<file path="src/hw/rtl/bnss_pkg.sv">
// ----------------------------------------------------------------------------
// bnss_pkg
// Shared widths, reset values and types for the bitmap nth-set-bit selector.
// ----------------------------------------------------------------------------
package bnss_pkg;

	localparam int WORD_W = 64;  // bits in one bitmap word
	localparam int SEL_W  = 4;   // word index carried by a write request
	localparam int WIDX_W = 5;   // word index as searched (up to 31 words)
	localparam int POS_W  = 11;  // bit position
	localparam int RANK_W = 10;  // rank of the wanted set bit
	localparam int CFG_W  = 5;   // words_in_use register

	localparam logic [CFG_W-1:0] WORDS_IN_USE_RESET = 5'd16;

	localparam logic ACT_WRITE = 1'b0;
	localparam logic ACT_QUERY = 1'b1;

	typedef logic [WORD_W-1:0] word_t;

	// Write port of the bitmap store.
	typedef struct packed {
		logic             en;
		logic [SEL_W-1:0] addr;
		word_t            data;
	} store_wr_t;

endpackage

</file>
<file path="src/hw/rtl/bnss_req_if.sv">
// ----------------------------------------------------------------------------
// bnss_req_if
// Request channel: bitmap word writes and nth-set-bit queries.
// ----------------------------------------------------------------------------
interface bnss_req_if;
	logic                        valid;
	logic                        ready;
	logic                        action;
	logic [bnss_pkg::SEL_W-1:0]  word_select;
	logic [bnss_pkg::WORD_W-1:0] word_value;
	logic [bnss_pkg::POS_W-1:0]  start_position;
	logic [bnss_pkg::RANK_W-1:0] rank;

	modport source (output valid, action, word_select, word_value, start_position, rank,
		input ready);
	modport sink (input valid, action, word_select, word_value, start_position, rank,
		output ready);
endinterface

</file>
<file path="src/hw/rtl/bnss_rsp_if.sv">
// ----------------------------------------------------------------------------
// bnss_rsp_if
// Response channel: position of the selected set bit and the miss flag.
// ----------------------------------------------------------------------------
interface bnss_rsp_if;
	logic                       valid;
	logic                       ready;
	logic [bnss_pkg::POS_W-1:0] found_position;
	logic                       not_found;

	modport source (output valid, found_position, not_found, input ready);
	modport sink (input valid, found_position, not_found, output ready);
endinterface

</file>
<file path="src/hw/rtl/bnss_cfg_if.sv">
// ----------------------------------------------------------------------------
// bnss_cfg_if
// Configuration write channel for the words_in_use register.
// ----------------------------------------------------------------------------
interface bnss_cfg_if;
	logic                       valid;
	logic                       ready;
	logic [bnss_pkg::CFG_W-1:0] data;

	modport source (output valid, data, input ready);
	modport sink (input valid, data, output ready);
endinterface

</file>
<file path="src/hw/rtl/bnss_store.sv">
// ----------------------------------------------------------------------------
// bnss_store
// Bitmap word memory with one write and one registered read port. Entries
// that have not been written since reset read as zero through valid bits.
// ----------------------------------------------------------------------------
module bnss_store #(
	parameter int DEPTH = 16
) (
	input  logic                         clk,
	input  logic                         arst_n,
	input  bnss_pkg::store_wr_t          wr,
	input  logic [bnss_pkg::WIDX_W-1:0]  rd_addr,
	output bnss_pkg::word_t              rd_data
);

	localparam int AW = (DEPTH > 1) ? $clog2(DEPTH) : 1;

	bnss_pkg::word_t   mem [DEPTH];
	logic [DEPTH-1:0]  valid_q;
	bnss_pkg::word_t   rdata_s1;
	logic              hit_s1;
	logic              wr_in_range;
	logic              rd_in_range;
	logic [AW-1:0]     wr_idx;
	logic [AW-1:0]     rd_idx;

	assign wr_in_range = 32'(wr.addr) < DEPTH;
	assign rd_in_range = 32'(rd_addr) < DEPTH;
	assign wr_idx      = wr.addr[AW-1:0];
	assign rd_idx      = rd_addr[AW-1:0];

	always_ff @(posedge clk) begin
		if (wr.en && wr_in_range) begin
			mem[wr_idx] <= wr.data;
		end
		rdata_s1 <= mem[rd_idx];
	end

	always_ff @(posedge clk or negedge arst_n) begin
		if (!arst_n) begin
			valid_q <= '0;
			hit_s1  <= 1'b0;
		end else begin
			if (wr.en && wr_in_range) begin
				valid_q[wr_idx] <= 1'b1;
			end
			hit_s1 <= rd_in_range && valid_q[rd_idx];
		end
	end

	assign rd_data = hit_s1 ? rdata_s1 : '0;

	a_write_marks_valid: assert property (@(posedge clk) disable iff (!arst_n)
		wr.en && wr_in_range |=> valid_q[$past(wr_idx)])
		else $error("written entry not marked valid");

	a_out_of_range_reads_zero: assert property (@(posedge clk) disable iff (!arst_n)
		!rd_in_range |=> rd_data == '0)
		else $error("read beyond the store returned data");

endmodule

</file>
<file path="src/hw/rtl/bitmap_nth_set_bit_select.sv">
// ----------------------------------------------------------------------------
// bitmap_nth_set_bit_select
// Finds the rank-th set bit at or above a start position in a 64-bit-word
// bitmap.
// ----------------------------------------------------------------------------
// Requests arrive on req. A write request (action 0) stores word_value in
// word word_select and gives no response; words beyond the store are
// dropped. A query request (action 1) searches from start_position upward
// and answers on rsp with the position of the rank-th set bit, or with
// min(words_in_use, WORDS)*64 and not_found set when there are too few
// set bits. The cfg channel writes words_in_use; it is always ready.
// A query reads one bitmap word per cycle from the store (registered read),
// masks it and takes its popcount, then picks the bit within the chosen
// word one byte per cycle, stepping over at most words_in_use words and at
// most seven bytes. The result then passes through the done state into the
// output register. Writes are taken one a cycle while the block is idle.
// The block takes a new request whenever it is idle, even while a finished
// response waits in the output register; a query that completes while the
// receiver stalls waits until that register is free. Reset clears the
// bitmap through valid bits at once and sets words_in_use to 16.
// ----------------------------------------------------------------------------
module bitmap_nth_set_bit_select #(
	parameter int WORDS = 16
) (
	input logic         clk,
	input logic         arst_n,
	bnss_req_if.sink    req,
	bnss_rsp_if.source  rsp,
	bnss_cfg_if.sink    cfg
);

	// At most sixteen words can ever be written; words above the store read as zero.
	localparam int DEPTH = (WORDS < 16) ? WORDS : 16;

	typedef enum logic [1:0] {
		ST_IDLE,
		ST_SCAN,
		ST_SEL,
		ST_DONE
	} state_t;

	state_t                            state_q;
	logic [bnss_pkg::CFG_W-1:0]        words_in_use_q;
	logic [bnss_pkg::WIDX_W-1:0]       wi_q;
	logic [bnss_pkg::WIDX_W-1:0]       n_q;
	logic [bnss_pkg::POS_W-1:0]        limit_q;
	logic [5:0]                        off_q;
	logic                              first_q;
	logic [bnss_pkg::RANK_W-1:0]       rank_q;
	bnss_pkg::word_t                   sel_word_q;
	logic [5:0]                        k_q;
	logic [2:0]                        byte_q;
	logic [bnss_pkg::POS_W-1:0]        res_pos_q;
	logic                              res_nf_q;
	logic                              out_valid_q;
	logic [bnss_pkg::POS_W-1:0]        out_pos_q;
	logic                              out_nf_q;

	bnss_pkg::store_wr_t               st_wr;
	logic [bnss_pkg::WIDX_W-1:0]       st_rd_addr;
	bnss_pkg::word_t                   st_rd_data;

	logic                              req_acc;
	logic [bnss_pkg::WIDX_W-1:0]       n_eff;
	logic [bnss_pkg::POS_W-1:0]        limit_eff;
	bnss_pkg::word_t                   scan_mask;
	bnss_pkg::word_t                   scan_word;
	logic [6:0]                        scan_pc;
	logic                              scan_hit;
	logic [bnss_pkg::WIDX_W:0]         wi_next;
	logic [7:0]                        cur_byte;
	logic [3:0]                        byte_pc;
	logic                              out_free;

	function automatic logic [6:0] pop64(input bnss_pkg::word_t w);
		logic [6:0] cnt;
		cnt = '0;
		for (int i = 0; i < bnss_pkg::WORD_W; i++) begin
			cnt = cnt + 7'(w[i]);
		end
		return cnt;
	endfunction

	function automatic logic [3:0] pop8(input logic [7:0] b);
		logic [3:0] cnt;
		cnt = '0;
		for (int i = 0; i < 8; i++) begin
			cnt = cnt + 4'(b[i]);
		end
		return cnt;
	endfunction

	// Index of the k-th set bit of a byte; k is below its popcount.
	function automatic logic [2:0] select8(input logic [7:0] b, input logic [5:0] k);
		logic [5:0] left;
		logic [2:0] idx;
		logic       done;
		left = k;
		idx  = '0;
		done = 1'b0;
		for (int i = 0; i < 8; i++) begin
			if (b[i] && !done) begin
				if (left == 6'd0) begin
					idx  = 3'(i);
					done = 1'b1;
				end else begin
					left = left - 6'd1;
				end
			end
		end
		return idx;
	endfunction

	assign req.ready = (state_q == ST_IDLE);
	assign req_acc   = req.valid && req.ready;
	assign cfg.ready = 1'b1;

	assign st_wr.en   = req_acc && (req.action == bnss_pkg::ACT_WRITE);
	assign st_wr.addr = req.word_select;
	assign st_wr.data = req.word_value;

	// Queries never overlap writes, so the read ahead needs no forwarding.
	assign st_rd_addr = (state_q == ST_SCAN) ? wi_q + 5'd1 : req.start_position[10:6];

	bnss_store #(.DEPTH(DEPTH)) u_store (
		.clk     (clk),
		.arst_n  (arst_n),
		.wr      (st_wr),
		.rd_addr (st_rd_addr),
		.rd_data (st_rd_data)
	);

	assign n_eff     = (32'(words_in_use_q) > WORDS) ? bnss_pkg::WIDX_W'(WORDS)
		: words_in_use_q;
	assign limit_eff = {n_eff, 6'd0};

	assign scan_mask = first_q ? ({bnss_pkg::WORD_W{1'b1}} << off_q)
		: {bnss_pkg::WORD_W{1'b1}};
	assign scan_word = st_rd_data & scan_mask;
	assign scan_pc   = pop64(scan_word);
	assign scan_hit  = rank_q < {3'd0, scan_pc};
	assign wi_next   = {1'b0, wi_q} + 6'd1;

	assign cur_byte = sel_word_q[{byte_q, 3'd0} +: 8];
	assign byte_pc  = pop8(cur_byte);
	assign out_free = !out_valid_q || rsp.ready;

	always_ff @(posedge clk or negedge arst_n) begin
		if (!arst_n) begin
			state_q        <= ST_IDLE;
			words_in_use_q <= bnss_pkg::WORDS_IN_USE_RESET;
			wi_q           <= '0;
			n_q            <= '0;
			limit_q        <= '0;
			off_q          <= '0;
			first_q        <= 1'b0;
			rank_q         <= '0;
			sel_word_q     <= '0;
			k_q            <= '0;
			byte_q         <= '0;
			res_pos_q      <= '0;
			res_nf_q       <= 1'b0;
			out_valid_q    <= 1'b0;
			out_pos_q      <= '0;
			out_nf_q       <= 1'b0;
		end else begin
			if (cfg.valid && cfg.ready) begin
				words_in_use_q <= cfg.data;
			end
			// A response loaded this cycle takes the place of the one leaving.
			if (out_valid_q && rsp.ready && (state_q != ST_DONE)) begin
				out_valid_q <= 1'b0;
			end
			case (state_q)
				ST_IDLE: begin
					if (req_acc && (req.action == bnss_pkg::ACT_QUERY)) begin
						n_q     <= n_eff;
						limit_q <= limit_eff;
						wi_q    <= req.start_position[10:6];
						off_q   <= req.start_position[5:0];
						first_q <= 1'b1;
						rank_q  <= req.rank;
						if (req.start_position >= limit_eff) begin
							res_pos_q <= limit_eff;
							res_nf_q  <= 1'b1;
							state_q   <= ST_DONE;
						end else begin
							state_q <= ST_SCAN;
						end
					end
				end
				ST_SCAN: begin
					first_q <= 1'b0;
					if (scan_hit) begin
						sel_word_q <= scan_word;
						k_q        <= rank_q[5:0];
						byte_q     <= '0;
						state_q    <= ST_SEL;
					end else begin
						rank_q <= rank_q - {3'd0, scan_pc};
						wi_q   <= wi_next[bnss_pkg::WIDX_W-1:0];
						if (wi_next >= {1'b0, n_q}) begin
							res_pos_q <= limit_q;
							res_nf_q  <= 1'b1;
							state_q   <= ST_DONE;
						end
					end
				end
				ST_SEL: begin
					if (k_q < {2'd0, byte_pc}) begin
						res_pos_q <= {wi_q, byte_q, select8(cur_byte, k_q)};
						res_nf_q  <= 1'b0;
						state_q   <= ST_DONE;
					end else begin
						k_q    <= k_q - {2'd0, byte_pc};
						byte_q <= byte_q + 3'd1;
					end
				end
				ST_DONE: begin
					if (out_free) begin
						out_valid_q <= 1'b1;
						out_pos_q   <= res_pos_q;
						out_nf_q    <= res_nf_q;
						state_q     <= ST_IDLE;
					end
				end
				default: begin
					state_q <= ST_IDLE;
				end
			endcase
		end
	end

	assign rsp.valid          = out_valid_q;
	assign rsp.found_position = out_pos_q;
	assign rsp.not_found      = out_nf_q;

	a_scan_within_limit: assert property (@(posedge clk) disable iff (!arst_n)
		state_q == ST_SCAN |-> wi_q < n_q)
		else $error("scan walked past the words in use");

	a_select_has_bits: assert property (@(posedge clk) disable iff (!arst_n)
		state_q == ST_SEL |-> sel_word_q != '0)
		else $error("bit selection entered on an empty word");

	a_hit_below_limit: assert property (@(posedge clk) disable iff (!arst_n)
		state_q == ST_DONE && !res_nf_q |-> res_pos_q < limit_q)
		else $error("found position lies beyond the searched words");

endmodule

</file>
<file path="src/flat_wrapper.sv">
// flat-port wrapper written by rule: the top's interface ports become plain ports
module bitmap_nth_set_bit_select_flat 
#(
	parameter int WORDS = 16
)
  (clk, arst_n, req_valid, req_action, req_word_select, req_word_value, req_start_position, req_rank, req_ready, rsp_valid, rsp_found_position, rsp_not_found, rsp_ready, cfg_valid, cfg_data, cfg_ready);
  bnss_req_if req_i ();
  bnss_rsp_if rsp_i ();
  bnss_cfg_if cfg_i ();
  input logic clk;
  input logic arst_n;
  input wire logic [$bits(req_i.valid)-1:0] req_valid;
  input wire logic [$bits(req_i.action)-1:0] req_action;
  input wire logic [$bits(req_i.word_select)-1:0] req_word_select;
  input wire logic [$bits(req_i.word_value)-1:0] req_word_value;
  input wire logic [$bits(req_i.start_position)-1:0] req_start_position;
  input wire logic [$bits(req_i.rank)-1:0] req_rank;
  output wire logic [$bits(req_i.ready)-1:0] req_ready;
  output wire logic [$bits(rsp_i.valid)-1:0] rsp_valid;
  output wire logic [$bits(rsp_i.found_position)-1:0] rsp_found_position;
  output wire logic [$bits(rsp_i.not_found)-1:0] rsp_not_found;
  input wire logic [$bits(rsp_i.ready)-1:0] rsp_ready;
  input wire logic [$bits(cfg_i.valid)-1:0] cfg_valid;
  input wire logic [$bits(cfg_i.data)-1:0] cfg_data;
  output wire logic [$bits(cfg_i.ready)-1:0] cfg_ready;
  assign req_i.valid = req_valid;
  assign req_i.action = req_action;
  assign req_i.word_select = req_word_select;
  assign req_i.word_value = req_word_value;
  assign req_i.start_position = req_start_position;
  assign req_i.rank = req_rank;
  assign req_ready = req_i.ready;
  assign rsp_valid = rsp_i.valid;
  assign rsp_found_position = rsp_i.found_position;
  assign rsp_not_found = rsp_i.not_found;
  assign rsp_i.ready = rsp_ready;
  assign cfg_i.valid = cfg_valid;
  assign cfg_i.data = cfg_data;
  assign cfg_ready = cfg_i.ready;
  bitmap_nth_set_bit_select #(.WORDS(WORDS)) u_core (.clk(clk), .arst_n(arst_n), .req(req_i), .rsp(rsp_i), .cfg(cfg_i));
endmodule
</file>
<file path="config.mk">
export PLATFORM = sky130hd
export DESIGN_NAME = bitmap_nth_set_bit_select_flat
export DESIGN_NICKNAME = d
export VERILOG_FILES = /design/src/hw/rtl/bnss_pkg.sv /design/src/hw/rtl/bnss_req_if.sv /design/src/hw/rtl/bnss_rsp_if.sv /design/src/hw/rtl/bnss_cfg_if.sv /design/src/hw/rtl/bnss_store.sv /design/src/hw/rtl/bitmap_nth_set_bit_select.sv /design/src/flat_wrapper.sv
export SDC_FILE = /design/constraint.sdc
export NUM_CORES = 2
export LEC_CHECK = 0
export BUFFER_PORTS_ARGS = -buffer_cell sky130_fd_sc_hd__buf_4
export CAP_MARGIN = 5
export CORE_MARGIN = 4
export CORE_UTILIZATION = 50
export CTS_CLUSTER_DIAMETER = 60
export DETAILED_ROUTE_END_ITERATION = 6
export PLACE_DENSITY = 0.72
export RECOVER_POWER = 25
export SYNTH_ARGS = -nofsm -noshare
export SYNTH_HDL_FRONTEND = slang
export SYNTH_SLANG_ARGS = --single-unit
export TNS_END_PERCENT = 1
</file>
<file path="constraint.sdc">
create_clock -name clk -period 11.35 [get_ports clk]
set_input_delay 1.135 -clock clk [delete_from_list [all_inputs] [get_ports clk]]
set_output_delay 1.135 -clock clk [all_outputs]
set_load 0.1 [all_outputs]
</file>
# After elaboration in Yosys (flattened, before gate mapping)
# Memory sizes are Yosys's and may differ from the RTL's. A register that Yosys moved wholly into a read port is not among the register bits.
# Index checks and enable logic that the tools add are counted.
# W data, S select, Z words.
dict set report totals {
  inputBits 100
  latch_bits 0
  romBits 0
  elab_cells 290
  mem_count 1
  ram_bits 1024
  reg_bits 149
  out_inout_bits 15
}
# name depth width read_ports rd_ports_with_merged_regs wr line_no
set mem_list {}
lappend mem_list {u_core.u_store.mem 16 64 1 1 1 bnss_store.sv:18} ;# bnss_pkg::word_t mem [DEPTH];
dict set report classes {
  n_lt_le_gt_ge 9
  n_shift 2
  mux 120
  div 0
  multipliers 0
  n_eq_ne 13
  n_reduce_logical 43
  add_sub_neg 82
  n_bitwise 3
}
# op n
set ops {}
lappend ops {{$add A7 B1 Y7} 62}
lappend ops {{$mux W6} 30}
lappend ops {{$mux W64} 2}
lappend ops {{$and A64 B64 Y64} 1}
lappend ops {{$shiftx A64 B7 Y8} 1}
lappend ops {{$shl A64 B6 Y64 const A} 1}
lappend ops {{$mux W3} 19}
lappend ops {{$mux W11} 5}
lappend ops {{$logic_not A6 Y1} 8}
lappend ops {{$mux W1} 42}
lappend ops {{$sub A6 B1 Y6 const B} 7}
lappend ops {{$pmux W11 S3} 1}
lappend ops {{$add A4 B1 Y4} 6}
lappend ops {{$mux W10} 2}
lappend ops {{$mux W5} 4}
lappend ops {{$pmux W10 S2} 1}
lappend ops {{$or A16 B16 Y16} 1}
lappend ops {{$logic_and A1 B1 Y1} 14}
lappend ops {{$mux W2} 6}
lappend ops {{$ne A2 B2 Y1 const B} 6}
lappend ops {{$pmux W6 S2} 1}
lappend ops {{$ge A11 B11 Y1} 1}
lappend ops {{$lt A10 B7 Y1} 1}
lappend ops {{$lt A4 B5 Y1 const B} 2}
lappend ops {{other kinds (32)} 48}

# Depth between registers and ports, before layout
dict set report depth {
  depth_word 69
  ltp_mapped 41
  ltp_nobuf 39
}

# Modules after synthesis
# From an unflattened synthesis, not the netlist that was laid out.
dict set report unflattened {
  cells_unflattened 2845
  area_unflattened_um2 51262.9
}
# module instances area_per_inst_um2 cells_per_inst seq_area_each_um2
set by_module_without_submodules {}
lappend by_module_without_submodules {bnss_store 1 40635.2 1702 32456.1}
lappend by_module_without_submodules {bitmap_nth_set_bit_select 1 10627.7 1143 3304.4}

# Least setup slack after synthesis
# Ideal clock, no wire load.
dict set report synth_timing {
  path_kind {reg-to-reg}
  from {register u_core.first_q}
  to {register u_core.res_pos_q[2] (netlist name)}
  required_time_ns 11.228
  path_buffers 3
  path_stages_with_launch 36
  setup_ns 0.122
  period_less_slack_ns 9.369
  path_slack_ns 1.981
  t_arrival_ns 9.247
  cell_sequence {dfrtp_1 -> clkbuf_1 -> nand2_1 -> clkbuf_1 -> nand2_1 -> a21oi_1 -> and3_1 -> ha_1 -> inv_1 -> fa_1 -> fa_1 -> fa_1 -> fa_1 -> fa_1 -> fa_1 -> fa_1 -> fa_1 -> fa_1 -> fa_1 -> nor2b_1 -> o21ai_0 -> nand2b_1 -> xnor2_1 -> ha_1 -> inv_1 -> o21bai_1 -> a21oi_1 -> nor2b_1 -> nor3_1 -> nor3b_1 -> nand2_1 -> nand2_1 -> nor4b_1 -> clkbuf_1 -> mux2i_1 -> nand2_1}
}
dict set report synth_via {
  elab_chain_cells 68
}
# element line_no
set synth_lines {}
lappend synth_lines {{from (decl)} bitmap_nth_set_bit_select.sv:48} ;# logic first_q;
lappend synth_lines {{from (signal assigned)} bitmap_nth_set_bit_select.sv:156} ;# first_q <= 1'b0;
lappend synth_lines {{from (signal assigned)} bitmap_nth_set_bit_select.sv:181} ;# first_q <= 1'b1;
lappend synth_lines {{from (signal assigned)} bitmap_nth_set_bit_select.sv:193} ;# first_q <= 1'b0;
lappend synth_lines {{$mux W64} bitmap_nth_set_bit_select.sv:137} ;# assign scan_mask = first_q ? ({bnss_pkg::WORD_W{1'b1}} << off_q)
lappend synth_lines {{$and A64 B64 Y64} bitmap_nth_set_bit_select.sv:139} ;# assign scan_word = st_rd_data & scan_mask;
lappend synth_lines {{net u_core.scan_word[0]} bitmap_nth_set_bit_select.sv:67} ;# bnss_pkg::word_t scan_word;
lappend synth_lines {{$add A1 B1 Y2} bitmap_nth_set_bit_select.sv:79} ;# cnt = cnt + 7'(w[i]);
lappend synth_lines {{$add A7 B1 Y7 (62 in series)} bitmap_nth_set_bit_select.sv:79}
lappend synth_lines {{$lt A10 B7 Y1} bitmap_nth_set_bit_select.sv:141} ;# assign scan_hit = rank_q < {3'd0, scan_pc};
lappend synth_lines {{$ne A2 B2 Y1 (no source line)} n/a}
lappend synth_lines {{$reduce_and A6 Y1 (no source line)} n/a}
lappend synth_lines {{to (signal assigned)} bitmap_nth_set_bit_select.sv:184} ;# res_pos_q <= limit_eff;
lappend synth_lines {{to (signal assigned)} bitmap_nth_set_bit_select.sv:203} ;# res_pos_q <= limit_q;
lappend synth_lines {{to (signal assigned)} bitmap_nth_set_bit_select.sv:211} ;# res_pos_q <= {wi_q, byte_q, select8(cur_byte, k_q)};
lappend synth_lines {{to (decl)} bitmap_nth_set_bit_select.sv:53} ;# logic [bnss_pkg::POS_W-1:0] res_pos_q;
# The timed path passes the listed nets, and every way through them passes these cells.
# A chain may end at the register's enable or synchronous reset.

# Worst setup path in the final report
dict set report layout_timing {
  from {register u_core.first_q}
  to {register u_core.rank_q[3] (netlist name)}
}
dict set report layout_via {
  elab_chain_cells 68
  elab_cells_between_ends 71
  cone_classes {add/sub (64); order compare (1); eq/ne (1); mux (3); bitwise (1); reduce/logical (1)}
}
# element line_no
set layout_lines {}
lappend layout_lines {{$mux W64 *} bitmap_nth_set_bit_select.sv:137}
lappend layout_lines {{$and A64 B64 Y64 *} bitmap_nth_set_bit_select.sv:139}
lappend layout_lines {{net u_core.scan_word[0]} bitmap_nth_set_bit_select.sv:67}
lappend layout_lines {{$add A1 B1 Y2 *} bitmap_nth_set_bit_select.sv:79}
lappend layout_lines {{$add A7 B1 Y7 * (62 in series)} bitmap_nth_set_bit_select.sv:79}
lappend layout_lines {{$sub A10 B7 Y10 or $lt A10 B7 Y1 (tied branches)} {bitmap_nth_set_bit_select.sv:200, bitmap_nth_set_bit_select.sv:141}}
lappend layout_lines {{$mux W10 or $ne A2 B2 Y1 (tied branches)} n/a}
lappend layout_lines {{$pmux W10 S2 or $reduce_and A3 Y1 (tied branches)} n/a}
lappend layout_lines {{to (signal assigned)} bitmap_nth_set_bit_select.sv:182} ;# rank_q <= req.rank;
lappend layout_lines {{to (signal assigned)} bitmap_nth_set_bit_select.sv:200} ;# rank_q <= rank_q - {3'd0, scan_pc};
lappend layout_lines {{to (decl)} bitmap_nth_set_bit_select.sv:49} ;# logic [bnss_pkg::RANK_W-1:0] rank_q;
# The timed path passes the listed nets; every way through them passes the cells marked *. The select of a mux whose other input is x is not followed.

==> metrics.yaml <==
power_and_ir_drop:
  p_comb_share_pct: 47.7
  power.density_nw_per_um2: 317
  peakVddDrop_uv: 1240
  seq_power_share_pct: 30.7
  swShare_pct: 37.7
  power.leakage_nw: 20.0
  switchingPower_w: 0.00696
  clockPowerShare_pct: 21.6
  internal_power_w: 0.0115
layout:
  final_common_cell: "edfxtp_1"
  drive_above_1_share_pct: 21.7
  multi_input_area_um2: 15300
  area_growth_pct: 12.4
  final_cell_area_um2: 58200
  regArea_um2: 35800
  nets: 3292
  fin_util_pct: 56.9
  n_fill_cell: 7581
  layout_common_cells: "1024 x edfxtp_1, 273 x mux4_2, 148 x dfrtp_1, 137 x nand2_1, 133 x clkbuf_16"
route:
  drc_errors: 0
  drt_pass1_iterations: 6
  drtIter0Drc: 2965
  totalWireLength_um: 123000
  wl_per_cell_um: 27.1
  vias: 27800
  ant_nets: 0
  routed_via_density: 6.09
timing:
  rsz0062_at_grt: "false"
  setup_violations: 0
  drv_slew: 0
  timing.fmax_mhz: 93.8
  fin_skew_ns: 0.0299
  max_slew_margin_pct: 29.4
  fin_crit_sh_pct: 94.0
  worst_pin_slew_ns: 1.06
  fin_tns_setup_ns: 0
  min_period_ns: 10.66
  final_hold_viol_count: 0
logic_synthesis:
  yosysUniqueCellTypes: 91
  synth_async_sr_flop_share_pct: 12.0
  synth_seq_cells: 1237
  synth_nets: 3146
  synth_cells: 2934
  ys_dominant_reg_cell: "edfxtp_1"
  syn_avg_cell_area_um2: 17.7
  synthTopCellsByArea: "edfxtp_1 59%, mux4_2 12%, dfrtp_1 7.1%"
  yosysTopAreaCell: "edfxtp_1"
  synth-edff-count: 1024
  synth_area_um2: 51800
  yosys.area.top_type_share_pct: 59.3
  yosysSeqAreaShare_pct: 69.0
  ys_warn_count: 0
die:
  pin_count: 115
  start_util_pct: 50.6
  fp.dieW_um: 330
  core_area_um2: 102000
  fp.dieH_um: 330
  die_area_um2: 109000
  row_count: 117
cts:
  cts_buffers: 131
  cts_htree_levels: 4
  postCtsSetupRepairBufs: 0
  cts_buffer_depth: 3
  cts_tree: "yes"
  cts_sinks: 1237
  clkSlewWorstSetupHoldPaths_ns: 0.06
  ctsHoldBuffers: 0
  cts_root_buf: "clkbuf_16"
  cts-resized-gates: 0
  clk_latency_ns: 0.76
global_routing:
  grt_pass1_vias: 28300
  grt_pass1_wl_um: 185000
  grt_overflow: 0
  antenna_found_initial: 12
  grt_max_degree: 133
  grt_use_total_pct: 23.0
place:
  place_congestion: 0.966
  placed_area_um2: 54400
  port_buffers: 113
  dp_hpwl_um: 71800
setup_path:
  slowest_stage: "nor3b_1"
  startpoint_type: "flop"
  cp_top_family: "adder cells"
  ff2ff_setup_slack_ns: 0.69
  cp.arrival_ns: 11.24
  cp_slowest_stage_delay_ns: 0.66
  crit_buf_inv: 2
  worst_path_most_repeated_cell: "fa_1"
  crit_type: "flop to flop"
  required_ns: 11.92
  cp_max_fo: 103
  worstSetupEndpointType: "flop"
min_path:
  hold_class: "input pin to asynchronous set/reset pin"
status:
  status: "completed"
flow_run:
  maxCapViolations: 0
## stage by stage
step | power (W) | cells | hold slack (ns) | worst slack [ns]
after floorplan | 0.0124 | 2934 | 0.434 | 1.98
after global placement | 0.0142 | 4315 | 0.446 | 1.01
after detailed placement | 0.0145 | 4315 | 0.450 | 0.813
after CTS | 0.0186 | 4554 | 0.428 | 0.767
after global routing | 0.0198 | 4554 | 0.474 | 0.123
final | 0.0185 | 4555 | 0.434 | 0.685
## flip-flops by register name, summed over array words and instances (netlist names)
name	count
u_core.byte_q	3
u_core.first_q	1
u_core.k_q	6
u_core.n_q	5
u_core.off_q	6
u_core.rank_q	10
u_core.res_nf_q	1
u_core.res_pos_q	11
u_core.rsp.found_position	11
u_core.rsp.not_found	1
u_core.rsp.valid	1
u_core.sel_word_q	64
u_core.state_q	2
u_core.u_store.hit_s1	1
u_core.u_store.mem	1024
u_core.u_store.rdata_s1	64
u_core.u_store.valid_q	16
u_core.wi_q	5
u_core.words_in_use_q	5
## layer usage
layer	track usage (%)	share of wire (%)	vias to the layer above
li1	-	-	11900
met1	32.0	41	14500
met2	37.9	50	1141
met3	3.97	7.0	206
met4	6.49	2.4	12
met5	0	0.062	-
## cells by family (layout without fill, tap and decap cells)
family	after synthesis	in the layout	share of synthesized area [%]
AO/OA/AOI/OAI	435	435	5.50
XOR/XNOR	29	29	0.531
buffers and inverters	242	494	1.81
flip-flops	1237	1237	69.0
adder cells (fa/ha/maj)	114	114	3.61
AND/OR/NAND/NOR	451	451	4.53
other	1	2	0.00724
multiplexers	425	425	15.0
## final cells by class
class | count | area share [%]
antenna | 1 | 0.00430
clock buffer | 185 | 6.17
clock inverter | 54 | 0.761
inverter | 92 | 0.593
multi-input combinational | 1455 | 26.3
sequential | 1237 | 61.4
tap | 1368 | 2.94
timing repair buffer | 163 | 1.83
## Yosys cell counts, drive strengths merged (15+ instances only)
cell / count
a211oi: 73
a21oi: 120
buf: 47
clkbuf: 103
dfrtp: 148
dfxtp: 64
edfxtp: 1024
fa: 60
ha: 52
inv: 91
mux2: 57
mux2i: 94
mux4: 274
nand2: 141
nand2b: 15
nand3: 39
nor2: 70
nor2b: 81
nor3: 19
o211ai: 20
o21ai: 109
or2: 21
xnor2: 19
## worst register-to-register path: cells and delay by family, from the launching register on
family,cells,cell delay (ns)
adders and majority gates,12,5.18
AOI/OAI and AO/OA,6,1.60
xor gates and xnor gates,1,0.16
DFF,1,0.59
buffers and inverters,2,0.47
and+or+nand+nor,8,2.51
## power groups by stage
stage                     Combinational [W]  Clock, W  Sequential (W)
after floorplan                     0.00675         0         0.00565
after global routing                0.00986   0.00428         0.00570
after global placement              0.00851         0         0.00574
after detailed placement            0.00879         0         0.00575
final                               0.00882   0.00400         0.00567
after CTS                           0.00886   0.00407         0.00566
## worst paths after layout
check | from | endpoint | cells after the start
setup / recovery | u_core.first_q$_DFFE_PN0P_ | u_core.rank_q[3]$_DFFE_PN0P_ | 29
hold / removal | arst_n | u_core.res_pos_q[6]$_DFFE_PN0P_ | 1
setup reg to reg | u_core.first_q$_DFFE_PN0P_ | u_core.rank_q[3]$_DFFE_PN0P_ | 29
hold reg to reg | u_core.u_store.valid_q[13]$_DFFE_PN0P_ | u_core.u_store.valid_q[13]$_DFFE_PN0P_ | 1
max in group asynchronous | arst_n | u_core.sel_word_q[22]$_DFFE_PN0N_ | 2
min in group clk | u_core.u_store.valid_q[13]$_DFFE_PN0P_ | u_core.u_store.valid_q[13]$_DFFE_PN0P_ | 1
(Power assumes the default switching activity.)
